===== src/swc_pkg.sv =====
// Shared constants, codes and types of the sliding window correlation block.
`timescale 1ns / 1ps
package swc_pkg;

	// Sample and count widths; a window never exceeds 511 pairs.
	localparam int SB     = 16;
	localparam int CNT_W  = 9;
	localparam int CFG_W  = 9;
	localparam int IDX_W  = 2;
	localparam int SUM_W  = SB + CNT_W;
	localparam int SQ_W   = 2 * SB + CNT_W;
	// Shared multiplier limb and the widths of the wide products.
	localparam int LIMB_W = SUM_W - 1;
	localparam int MAG_W  = 2 * LIMB_W;
	localparam int PROD_W = 2 * MAG_W;
	localparam int ACC_W  = PROD_W + 3;
	// Result bits and the widths of the root search.
	localparam int QB     = 16;
	localparam int M_W    = PROD_W + 2 * QB;
	localparam int TRY_W  = M_W + 3;
	localparam int STEP_W = 5;

	localparam int DEF_MAX_WINDOW = 256;

	// Sequencer step limits.
	localparam logic [STEP_W-1:0] UPD_LAST  = STEP_W'(6);
	localparam logic [STEP_W-1:0] MAC_LAST  = STEP_W'(26);
	localparam logic [STEP_W-1:0] SRCH_LAST = STEP_W'(QB - 1);

	// Configuration register indexes.
	localparam logic [IDX_W-1:0] REG_WINDOW  = 2'd0;
	localparam logic [IDX_W-1:0] REG_PARTIAL = 2'd1;
	localparam logic [IDX_W-1:0] REG_MIN     = 2'd2;

	// Result status codes.
	localparam logic [1:0] STAT_NONE  = 2'd0;
	localparam logic [1:0] STAT_VALID = 2'd1;
	localparam logic [1:0] STAT_FLAT  = 2'd2;

	typedef enum logic [2:0] {
		ST_IDLE, ST_READ, ST_UPD, ST_MAC, ST_SINIT, ST_TRY, ST_DEC, ST_FIN
	} state_t;

	// Square terms of the running sums: old pair out, new pair in.
	typedef enum logic [2:0] {
		SQ_OXX, SQ_OYY, SQ_OXY, SQ_NXX, SQ_NYY, SQ_NXY
	} sq_op_t;

	// Partial products issued to the shared multiplier.
	typedef enum logic [4:0] {
		MO_N_XXL, MO_N_XXH, MO_SX_SX,
		MO_N_YYL, MO_N_YYH, MO_SY_SY,
		MO_N_XYL, MO_N_XYH, MO_SX_SY,
		MO_P_LL, MO_P_LH, MO_P_HL, MO_P_HH,
		MO_M_LL, MO_M_LH, MO_M_HL, MO_M_HH
	} mac_op_t;

	typedef enum logic [2:0] {
		SD_VX, SD_VY, SD_NUM, SD_P, SD_M
	} store_t;

	typedef struct packed {
		logic    load;
		logic    rd;
		logic    upd_lin;
		logic    sq_en;
		sq_op_t  sq_op;
		logic    mac_en;
		mac_op_t mac_op;
		logic    store_en;
		store_t  store_dst;
		logic    srch_init;
		logic    srch_try;
		logic    srch_dec;
		logic    res_load;
	} swc_cmd_t;

	typedef struct packed {
		logic report;
		logic out_free;
	} swc_sts_t;

endpackage


===== src/swc_ctrl.sv =====
// Sequencer of the sliding window correlation block.
`timescale 1ns / 1ps
module swc_ctrl import swc_pkg::*; (
	input  logic     clk,
	input  logic     arst_n,
	input  logic     in_valid,
	output logic     in_stall,
	input  swc_sts_t sts,
	output swc_cmd_t cmd
);

	state_t            state_q, state_d;
	logic [STEP_W-1:0] step_q, step_d;

	// State and step registers.
	always_ff @(posedge clk or negedge arst_n) begin
		if (!arst_n) begin
			state_q <= ST_IDLE;
			step_q  <= '0;
		end else begin
			state_q <= state_d;
			step_q  <= step_d;
		end
	end

	assign in_stall = (state_q != ST_IDLE);

	// Next state and commands.
	always_comb begin
		state_d = state_q;
		step_d  = step_q;
		cmd     = '0;
		unique case (state_q)
			ST_IDLE: begin
				if (in_valid) begin
					cmd.load = 1'b1;
					state_d  = ST_READ;
				end
			end
			ST_READ: begin
				cmd.rd  = 1'b1;
				step_d  = '0;
				state_d = ST_UPD;
			end
			ST_UPD: begin
				cmd.upd_lin = (step_q == '0);
				if (step_q < UPD_LAST) begin
					cmd.sq_en = 1'b1;
					cmd.sq_op = sq_op_t'(step_q[2:0]);
				end
				if (step_q == UPD_LAST) begin
					step_d  = '0;
					state_d = sts.report ? ST_MAC : ST_FIN;
				end else begin
					step_d = step_q + 1'b1;
				end
			end
			ST_MAC: begin
				cmd.mac_en = 1'b1;
				unique case (step_q)
					5'd0:  cmd.mac_op = MO_N_XXL;
					5'd1:  cmd.mac_op = MO_N_XXH;
					5'd2:  cmd.mac_op = MO_SX_SX;
					5'd5:  cmd.mac_op = MO_N_YYL;
					5'd6:  cmd.mac_op = MO_N_YYH;
					5'd7:  cmd.mac_op = MO_SY_SY;
					5'd10: cmd.mac_op = MO_N_XYL;
					5'd11: cmd.mac_op = MO_N_XYH;
					5'd12: cmd.mac_op = MO_SX_SY;
					5'd15: cmd.mac_op = MO_P_LL;
					5'd16: cmd.mac_op = MO_P_LH;
					5'd17: cmd.mac_op = MO_P_HL;
					5'd18: cmd.mac_op = MO_P_HH;
					5'd21: cmd.mac_op = MO_M_LL;
					5'd22: cmd.mac_op = MO_M_LH;
					5'd23: cmd.mac_op = MO_M_HL;
					5'd24: cmd.mac_op = MO_M_HH;
					default: cmd.mac_en = 1'b0;
				endcase
				// Each group's store comes after its last product has passed the product register and been accumulated.
				unique case (step_q)
					5'd4: begin
						cmd.store_en  = 1'b1;
						cmd.store_dst = SD_VX;
					end
					5'd9: begin
						cmd.store_en  = 1'b1;
						cmd.store_dst = SD_VY;
					end
					5'd14: begin
						cmd.store_en  = 1'b1;
						cmd.store_dst = SD_NUM;
					end
					5'd20: begin
						cmd.store_en  = 1'b1;
						cmd.store_dst = SD_P;
					end
					5'd26: begin
						cmd.store_en  = 1'b1;
						cmd.store_dst = SD_M;
					end
					default: cmd.store_en = 1'b0;
				endcase
				if (step_q == MAC_LAST) begin
					step_d  = '0;
					state_d = ST_SINIT;
				end else begin
					step_d = step_q + 1'b1;
				end
			end
			ST_SINIT: begin
				cmd.srch_init = 1'b1;
				step_d        = '0;
				state_d       = ST_TRY;
			end
			ST_TRY: begin
				cmd.srch_try = 1'b1;
				state_d      = ST_DEC;
			end
			ST_DEC: begin
				cmd.srch_dec = 1'b1;
				if (step_q == SRCH_LAST) begin
					state_d = ST_FIN;
				end else begin
					step_d  = step_q + 1'b1;
					state_d = ST_TRY;
				end
			end
			ST_FIN: begin
				if (sts.out_free) begin
					cmd.res_load = 1'b1;
					state_d      = ST_IDLE;
				end
			end
			default: state_d = ST_IDLE;
		endcase
	end

endmodule


===== config.mk =====
export PLATFORM = sky130hd
export DESIGN_NAME = swc_ctrl
export DESIGN_NICKNAME = d
export VERILOG_FILES = /design/src/swc_pkg.sv /design/src/swc_ctrl.sv
export SDC_FILE = /design/constraint.sdc
export NUM_CORES = 1
export LEC_CHECK = 0
export ABC_AREA = 1
export BUFFER_PORTS_ARGS = -buffer_cell sky130_fd_sc_hd__buf_4
export CORE_MARGIN = 3
export CORE_UTILIZATION = 30
export CTS_BUF_LIST = sky130_fd_sc_hd__clkbuf_8
export DETAILED_ROUTE_END_ITERATION = 10
export GPL_ROUTABILITY_DRIVEN = 1
export GPL_TIMING_DRIVEN = 0
export SLEW_MARGIN = 20
export SYNTH_ARGS = -nofsm -noshare
export SYNTH_HDL_FRONTEND = slang
export SYNTH_SLANG_ARGS = --single-unit

===== constraint.sdc =====
create_clock -name clk -period 4.4 [get_ports clk]
set_input_delay 0.44 -clock clk [delete_from_list [all_inputs] [get_ports clk]]
set_output_delay 0.44 -clock clk [all_outputs]
set_load 0.01 [all_outputs]

==> metrics, run 1 <==
Clock Sinks=8; port bufs=26; fin crit period=between 2 and 3 ns; number of synthesized register bits=8; drt pass-1 iters=7; worst vdd ir=between 0.15 and 0.2 mV; number of global-route vias before repair=around 1200; DRC viols=0; mux share of post-synthesis cell area=0%; most frequent CP cell=nor2_1; I/O pin total=27; XOR/XNOR share of the synthesized area=roughly 1.5%; setup violators final=0; clk buf depth=2; largest family of logic cells by synthesized area=simple AND/OR/NAND/NOR gates; area of the mapped netlist=1160 sq um; Synth Flop Type=dfrtp_1; Top Layer Used=met4; Reg clk slew, reported paths=around 0.04 ns; worst-margin pin slew=about 0.34 ns; Post-Syn Nets=~210; antenna violations before repair=0; DRT Wirelength=~3000 microns; Routability Congestion=0.891; H-tree levels=1; WL met1=1490 microns; register area share after synthesis=17.3%; worst hold-check path type=in -> async; routed length on met3=roughly 140 microns; CP max stage delay=between 0.4 and 0.5 ns; core footprint=approximately 3500 sq um; Post-Synth Adder-Cell Area=5.41%; fin crit share=57.7%; share of layout cells above drive strength 1=21.9%; max cap viols=0; met2 WL post-DR=approximately 1300 microns; FF-to-FF path depth=6; initial core utilization=around a third; post-synth cell types=31; DR WL/cell=~11 microns; nets@finish=245; Startpoint Class=register; Synth top area share=between 20% and 30%; CTS tree=yes; # resized after CTS=0; final worst hold slack=between 0.02 and 0.025 ns; Clock Latency Late Sink=about 0.22 ns; die height=68.1 microns; ant diodes=0; YS warnings=0; Crit path required time=3.96 ns; post-route ant nets=0; row count=21; pin count of the biggest net entering global routing=11; Post-synth EDFFs=0; post-synthesis compound-gate area fraction=7.35%; CP max stage cell=dfrtp_1; WP data arrival=between 2 and 2.5 ns; via/cell ratio=4.58; via count=1278; Detailed Route Iter0 Violations=around 120; Max transition margin=77.1%; postcts setup bufs=0; GRT overflow=0; syn avg cell area=5.67 sq um; Final Hold Vio Count=0; DIE AREA=between 4000 and 5000 sq um; outcome=completed; RSZ-0062 raised after global routing=no; critical path peak fanout=7; Post-CTS Hold Buffers=0; Fmax=~400 MHz; Sum Neg Setup Slack=0 ns; Static Leakage=around 0.85 nW; Area contributors post-synth=nand2_1 (21%), dfrtp_1 (17%), nand3_1 (11%); Slew Viols, Final=0; first-pass GRT wire length=between 5000 and 6000 microns; GRT Overall Usage=~14%; total power=~160 uW; Root Buffer=clkbuf_8; die span in x=68.1 microns; fraction of the mapped netlist area in simple logic gates=53.8%; CTS buffer count=3; Cell Pwr Density=about 110 nW/um^2; Synth-to-Final Area Change=25.4%; dpl hpwl=roughly 2400 microns; area leader, netlist=nand2_1; Worst setup EP type=primary output; FFs w/ async S/R, synth=100%; final setup skew=0.00275 ns; CP cell instances=inv_1, ha_1, inv_1, nor2_1, o21ai_0, nand3_1, nor2_1, nor2_1, buf_4; Syn Inst Count=about 200; critical path class=reg -> out
## metrics by stage
step,worst slack [ns],util [%],instance area [sq um],instances
after floorplan,2.45,-,1160,204
after global placement,2.14,40.0,1410,276
after detailed placement,2.12,40.0,1410,276
after CTS,1.88,41.2,1450,279
after global routing,1.66,41.2,1450,279
final,1.86,41.2,1450,279
## flip-flops by register name, summed over array words and instances, names as in the netlist
name,flops
state_q,3
step_q,5
## cell type report
type | count | area, sq um
Tap cell | 46 | 57.6
Sequential cell | 8 | 200
Fill cell | 402 | 2070
Multi-Input combinational cell | 158 | 788
Inverter | 34 | 131
Clock buffer | 3 | 41.3
Timing Repair Buffer | 26 | 195
Buffer | 4 | 37.5
## cells in the final DEF, fill, tap and decap left out, types with 2 or more instances in the layout
cell       n
nand2_1   64
nor2_1    29
buf_4     28
inv_1     27
nand3_1   25
dfrtp_1    8
inv_2      5
ha_1       5
nor3_1     4
o21ai_0    3
nand4_1    3
a21oi_1    3
clkbuf_8   3
buf_6      2
nor2_2     2
o21ai_1    2
o22ai_1    2
nand3_2    2
xor2_1     2
nand2_2    2
## final timing paths
check                           startpoint         end  slack, ns
worst max-delay path             step_q[0]     cmd[13]       1.86
worst min-delay path                arst_n   step_q[3]       0.02
worst max register to register   step_q[0]  state_q[1]       2.61
worst min register to register   step_q[3]   step_q[3]       0.63
max in group asynchronous           arst_n  state_q[2]       4.25
min in group clk                    sts[0]  state_q[2]       0.51
## critical path: cells and delay by family (launching register included)
family | cells | cell delay [ns]
AOI/OAI and AO/OA | 1 | 0.11
buffers and inverters | 3 | 0.47
adders and majority gates | 1 | 0.40
DFF | 1 | 0.45
and+or+nand+nor | 4 | 0.45
## power breakdown
group	switching [mW]	total, mW	leakage [nW]	internal, mW
Sequential	0	0.0740	0.0927	0.0740
Clock	0.0242	0.0830	0.0216	0.0588
Combinational	0.00201	0.00439	0.733	0.00238
## layer usage
layer | track usage, % | up-vias
met1 | 20.6 | 537
met3 | 0.493 | 2
met2 | 23.5 | 36
met4 | 4.47 | 0
met5 | 0 | -
li1 | - | 703
## cell usage after synthesis (3+ instances only)
cell	count
a21oi_1	3
dfrtp_1	8
ha_1	5
inv_1	27
inv_2	5
nand2_1	64
nand3_1	25
nand4_1	3
nor2_1	29
nor3_1	4
o21ai_0	3
## kinds of logic (layout without fill, tap and decap cells)
group,Yosys count,in the layout
DFF,8,8
adders and majority gates,5,5
buffers and inverters,38,67
AOI/OAI and AO/OA,14,14
and+or+nand+nor,137,137
xor gates and xnor gates,2,2
Note: power is estimated with default switching activity, not from simulation.
==> run 2, diff against run 1 <==
clock period = 2.4 ns   (was 4.4 ns; I/O delays follow)
==> metrics, run 2 (synthesized netlist as in run 1, its figures left out) <==
outcome=completed (unchanged); Sum Neg Setup Slack=0 ns (unchanged); die span in x=68.1 microns (unchanged); WP data arrival=1.95 ns (was 2.10 ns); share of layout cells above drive strength 1=22.6% (was 21.9%); fin crit period=around 2.2 ns; RSZ-0062 raised after global routing=no (unchanged); H-tree levels=1 (unchanged); max reg flops=5 (unchanged); CTS tree=yes (unchanged); ant diodes=0 (unchanged); most frequent CP cell=nor2_1 (unchanged); antenna violations before repair=0 (unchanged); worst slack, placed=0.319 ns (was 2.12 ns); most frequent cells in the layout=nand2_1 (64), nor2_1 (29), buf_4 (28) (unchanged); Final Hold Vio Count=0 (unchanged); commonest non-fill, non-tap cell in the layout=nand2_1 (unchanged); setup violators final=0 (unchanged); Synth-to-Final Area Change=26.6% (was 25.4%); Clock Sinks=8 (unchanged); grt met1 use=20.6% (unchanged); final setup skew=0.00271 ns (was 0.00275 ns); Startpoint Class=register (unchanged); postcts setup bufs=0 (unchanged); GRT overflow=0 (unchanged); via count=1303 (was 1278); worst setup margin=0.212 ns (was 1.86 ns); core footprint=3520 sq um (unchanged); WHS Path Cells=4; met2 Track Usage GR=23.6% (was 23.5%); max cap viols=0 (unchanged); met3 global-route usage=0.493% (unchanged); Comb power frac=3.1% (was 2.7%); initial core utilization=32.9% (unchanged); worst reg2reg setup slack=0.63 ns (was 2.61 ns); DRT Wirelength=3010 microns (was 2980 microns); Root Buffer=clkbuf_8 (unchanged); die height=68.1 microns (unchanged); Crit. path cell count=9 (unchanged); Cell Pwr Density=203 nW/um^2 (was 111 nW/um^2); Clock Latency Late Sink=0.22 ns (about the same); Reg with most FFs=step_q (unchanged); Reg clk slew, reported paths=0.04 ns (about the same); Seq pwr share=45.6% (was 45.8%); DIE AREA=4640 sq um (unchanged); nets@finish=246 (was 245); post-route ant nets=0 (unchanged); I/O pin total=27 (unchanged); Fmax=about 460 MHz; sw power=48.6 uW (was 26.2 uW); drt pass-1 iters=4 (was 7); GRT Overall Usage=14.5% (was 14.4%); Crit path required time=2.16 ns (was 3.96 ns); DR WL/cell=10.8 microns (was 10.7 microns); Net Sw Frac=16.3% (was 16.2%); Routability Congestion=0.891 (unchanged); Slew Viols, Final=0 (unchanged); Top Usage Layer GRT=met2 (unchanged); first-pass GRT wire length=5240 microns (was 5230 microns); dpl hpwl=2430 microns (unchanged); worst vdd ir=0.284 mV (was 0.155 mV); Worst setup EP type=primary output (unchanged); via/cell ratio=4.65 (was 4.58); CP cell instances=inv_1, ha_2, inv_1, nor2_1, o21ai_0, nand3_1, nor2_1, nor2_1, buf_4 (was inv_1, ha_1, inv_1, nor2_1, o21ai_0, nand3_1, nor2_1, nor2_1, buf_4); biggest regs=step_q x5, state_q x3 (unchanged); pin count of the biggest net entering global routing=11 (unchanged); worst hold-check path type=in -> reg (was in -> async); worst-margin pin slew=0.316 ns (was 0.343 ns); hold_sp=sts[0]; CP startpoint=step_q[0] (unchanged); CP top delay family=flip-flops (was buffers and inverters); port bufs=26 (unchanged); R2R Path Start=step_q[1] (was step_q[0]); Max transition margin=78.9% (was 77.1%); CTS buffer count=3 (unchanged); critical path buffer and inverter count=3 (unchanged); clock group share of total power=51.3% (was 51.4%); Reg-to-Reg End=step_q[1] (was state_q[1]); DRC viols=0 (unchanged); Detailed Route Iter0 Violations=116 (was 124); row count=21 (unchanged); critical path peak fanout=7 (unchanged); fin crit share=slightly above 90%; CP max stage delay=0.44 ns (was 0.45 ns); clk buf depth=2 (unchanged); FF-to-FF path depth=10 (was 6); Static Leakage=0.849 nW (was 0.847 nW); internal power=249 uW (was 135 uW); number of global-route vias before repair=1196 (was 1190); hold endpoint=state_q[2]; critical path class=reg -> out (unchanged); CP max stage cell=dfrtp_2 (was dfrtp_1)
## run 2: routing by layer
metal	share of wire (%)	up-vias
met1	49	550
met2	45	48
met4	0.27	0
met3	5.5	2
met5	0	-
li1	-	703
## run 2: tightest hold or removal path, cell delays in order
cell	delay, ns
buf_4	0.07
inv_1	0.04
nand2_1	0.07
o21ai_1	0.07
## run 2: per-stage QoR
stage | hold WS (ns) | instances | utilization, % | total power, mW | instance area (sq um)
final | 0.314 | 280 | 41.6 | 0.298 | 1470
after detailed placement | 0.0608 | 276 | 40.0 | 0.146 | 1410
after global routing | 0.319 | 280 | 41.6 | 0.314 | 1470
after global placement | 0.0594 | 276 | 40.0 | 0.146 | 1410
after floorplan | -0.0556 | 204 | - | 0.138 | 1160
after CTS | 0.314 | 280 | 41.5 | 0.304 | 1460
## run 2: how the worst max path moves through the flow
| stage | endpoint | slack (ns) |
|---|---|---|
| after floorplan | cmd[13] | 0.65 |
| after detailed placement | cmd[13] | 0.32 |
| final | cmd[13] | 0.21 |
| after global routing | cmd[13] | 0.006 |
| after CTS | cmd[13] | 0.08 |
| after global placement | cmd[13] | 0.34 |
## run 2: power groups by stage
stage          Sequential (mW)  Combinational (mW)  Clock (mW)
5_1_grt                  0.135              0.0105       0.168
3_5_place_dp             0.137             0.00837           0
3_3_place_gp             0.137             0.00828           0
4_1_cts                  0.136             0.00964       0.159
2_1_floorplan            0.137            0.000954           0
6_report                 0.136             0.00931       0.153
## run 2: layout make-up
type,instances,area (sq um)
buffer,4,37.5
clock buffer,3,41.3
fill,399,2060
inverter,34,131
multi-input combinational,158,791
sequential,8,201
tap,46,57.6
timing repair buffer,27,205
## run 2: what timing repair did
action,in CTS,in global routing
hold buffers,1,0
resized for setup,0,2
endpoints found under the setup margin,0,3
endpoints found under the hold margin,8,0
==> run 3, diff against run 2 <==
CORE_UTILIZATION = 55   (was 30)
PLACE_DENSITY = 0.81   (was not set)
==> metrics, run 3 (synthesized netlist as in run 1, its figures left out) <==
outcome=completed (unchanged); H-tree levels=1 (unchanged); Reg clk slew, reported paths=0.04 ns (about the same); DRC viols=0 (unchanged); Crit path required time=2.16 ns (about the same); pin count of the biggest net entering global routing=11 (unchanged); Clock Latency Late Sink=0.23 ns (was 0.22 ns); I/O pin total=27 (unchanged); max cap viols=0 (unchanged); Top Usage Layer GRT=met2 (unchanged); Routability Congestion=0.957 (was 0.891); Clock Sinks=8 (unchanged); clk buf depth=2 (unchanged); Root Buffer=clkbuf_8 (unchanged); WHS Path Cells=4 (unchanged); setup violators final=0 (unchanged); GRT Overall Usage=26.7% (was 14.5%); postcts setup bufs=0 (unchanged); CTS tree=yes (unchanged); Fmax=451 MHz (was 457 MHz); register area=200 sq um (was 201 sq um); CTS buffer count=3 (unchanged); first-pass GRT wire length=5540 microns (was 5240 microns); worst setup margin=0.183 ns (was 0.212 ns); row count=15 (was 21); share of layout cells above drive strength 1=22.6% (unchanged); die height=51.9 microns (was 68.1 microns); most frequent cells in the layout=nand2_1 (64), nor2_1 (29), buf_4 (28) (unchanged); worst vdd ir=0.337 mV (was 0.284 mV); Detailed Route Iter0 Violations=59 (was 116); Final Hold Vio Count=0 (unchanged); # fillers=155 (was 399); post-route ant nets=0 (unchanged); dpl hpwl=2410 microns (was 2430 microns); nets@finish=246 (unchanged); max reg flops=5 (unchanged); Reg with most FFs=step_q (unchanged); fin crit share=92.4% (was 91.2%); via/cell ratio=5.44 (was 4.65); CP max stage delay=0.45 ns (was 0.44 ns); worst slack, placed=0.349 ns (was 0.319 ns); via count=1415 (was 1303); met2 Track Usage GR=42.5% (was 23.6%); DR WL/cell=12.3 microns (was 10.8 microns); Worst setup EP type=primary output (unchanged); Synth-to-Final Area Change=24.9% (was 26.6%); worst hold-check path type=in -> reg (unchanged); final setup skew=0.00220 ns (was 0.00271 ns); Cell Pwr Density=210 nW/um^2 (was 203 nW/um^2); met3 global-route usage=4.01% (was 0.493%); drt pass-1 iters=4 (unchanged); critical path class=reg -> out (unchanged); Slew Viols, Final=0 (unchanged); Max transition margin=78.9% (about the same); most frequent CP cell=nor2_1 (unchanged); Startpoint Class=register (unchanged); biggest regs=step_q x5, state_q x3 (unchanged); die span in x=51.9 microns (was 68.1 microns); commonest non-fill, non-tap cell in the layout=nand2_1 (unchanged); fin util=77.8% (was 41.6%); Static Leakage=0.852 nW (was 0.849 nW); CP cell instances=inv_1, ha_2, inv_1, nor2_1, o21ai_0, nand3_1, nor2_1, nor2_1, buf_4 (unchanged); CP max stage cell=dfrtp_1 (was dfrtp_2); WP data arrival=1.98 ns (was 1.95 ns); total power=304 uW (was 298 uW); number of global-route vias before repair=1245 (was 1196); port bufs=26 (unchanged); initial core utilization=62.3% (was 32.9%); RSZ-0062 raised after global routing=no (unchanged); final worst hold slack=0.319 ns (was 0.314 ns); grt met1 use=37.5% (was 20.6%); GRT overflow=0 (unchanged); DIE AREA=2690 sq um (was 4640 sq um); FF-to-FF path depth=10 (unchanged); antenna violations before repair=0 (unchanged); worst-margin pin slew=0.316 ns (about the same); area occupied by multi-input gates=796 sq um (was 791 sq um); critical path peak fanout=7 (unchanged); DRT Wirelength=3200 microns (was 3010 microns); Sum Neg Setup Slack=0 ns (unchanged); core footprint=1860 sq um (was 3520 sq um); fin crit period=2.22 ns (was 2.19 ns)
## run 3: cell count changes in the layout (fill, tap and decap cells not counted), sizes merged
cell   previous run  this run
diode             0         1
## run 3: worst max-delay path: cells and delay by family (launching register included)
family	cells	cell delay (ns)
flops	1	0.45
buf+inv	3	0.45
simple gates	4	0.41
fa+ha+maj	1	0.32
compound gates	1	0.11
## run 3: where the power goes
part	switching [mW]	internal, mW	total, mW	leakage [nW]
Sequential	0	0.136	0.136	0.0927
Clock	0.0500	0.108	0.158	0.0216
Combinational	0.00465	0.00545	0.0101	0.737
## run 3: worst paths after layout
| kind | from | to | slack, ns |
|---|---|---|---|
| worst max register to register | step_q[1] | step_q[4] | 0.62 |
| min in group asynchronous | arst_n | step_q[1] | 0.45 |
| worst min-delay path | sts[0] | state_q[2] | 0.32 |
| max in group asynchronous | arst_n | step_q[3] | 1.83 |
| worst max-delay path | step_q[0] | cmd[13] | 0.18 |
| worst min register to register | step_q[0] | step_q[0] | 0.64 |
## run 3: repair_timing
item / CTS / global route
hold endpoints to repair: 8 / 0
resized for setup: 0 / 2
hold buffers: 1 / 0
setup endpoints to repair: 0 / 5
## run 3: area by class of cell
class / count / area share [%]
Tap cell: 25 / 2.16
Antenna cell: 1 / 0.173
Buffer: 4 / 2.60
Clock buffer: 3 / 2.86
Sequential cell: 8 / 13.9
Timing Repair Buffer: 27 / 14.2
Inverter: 34 / 9.09
Multi-Input combinational cell: 158 / 55.1
## run 3: through the flow
stage          instances  area [sq um]
6_report             260          1450
5_1_grt              259          1440
4_1_cts              259          1440
3_5_place_dp         255          1380
3_3_place_gp         255          1380
2_1_floorplan        204          1160
## run 3: layer usage
metal	share of wire [%]	routed length, microns
met5	0	0
met4	0.56	18
met3	7.4	237
met2	47	1520
met1	45	1430
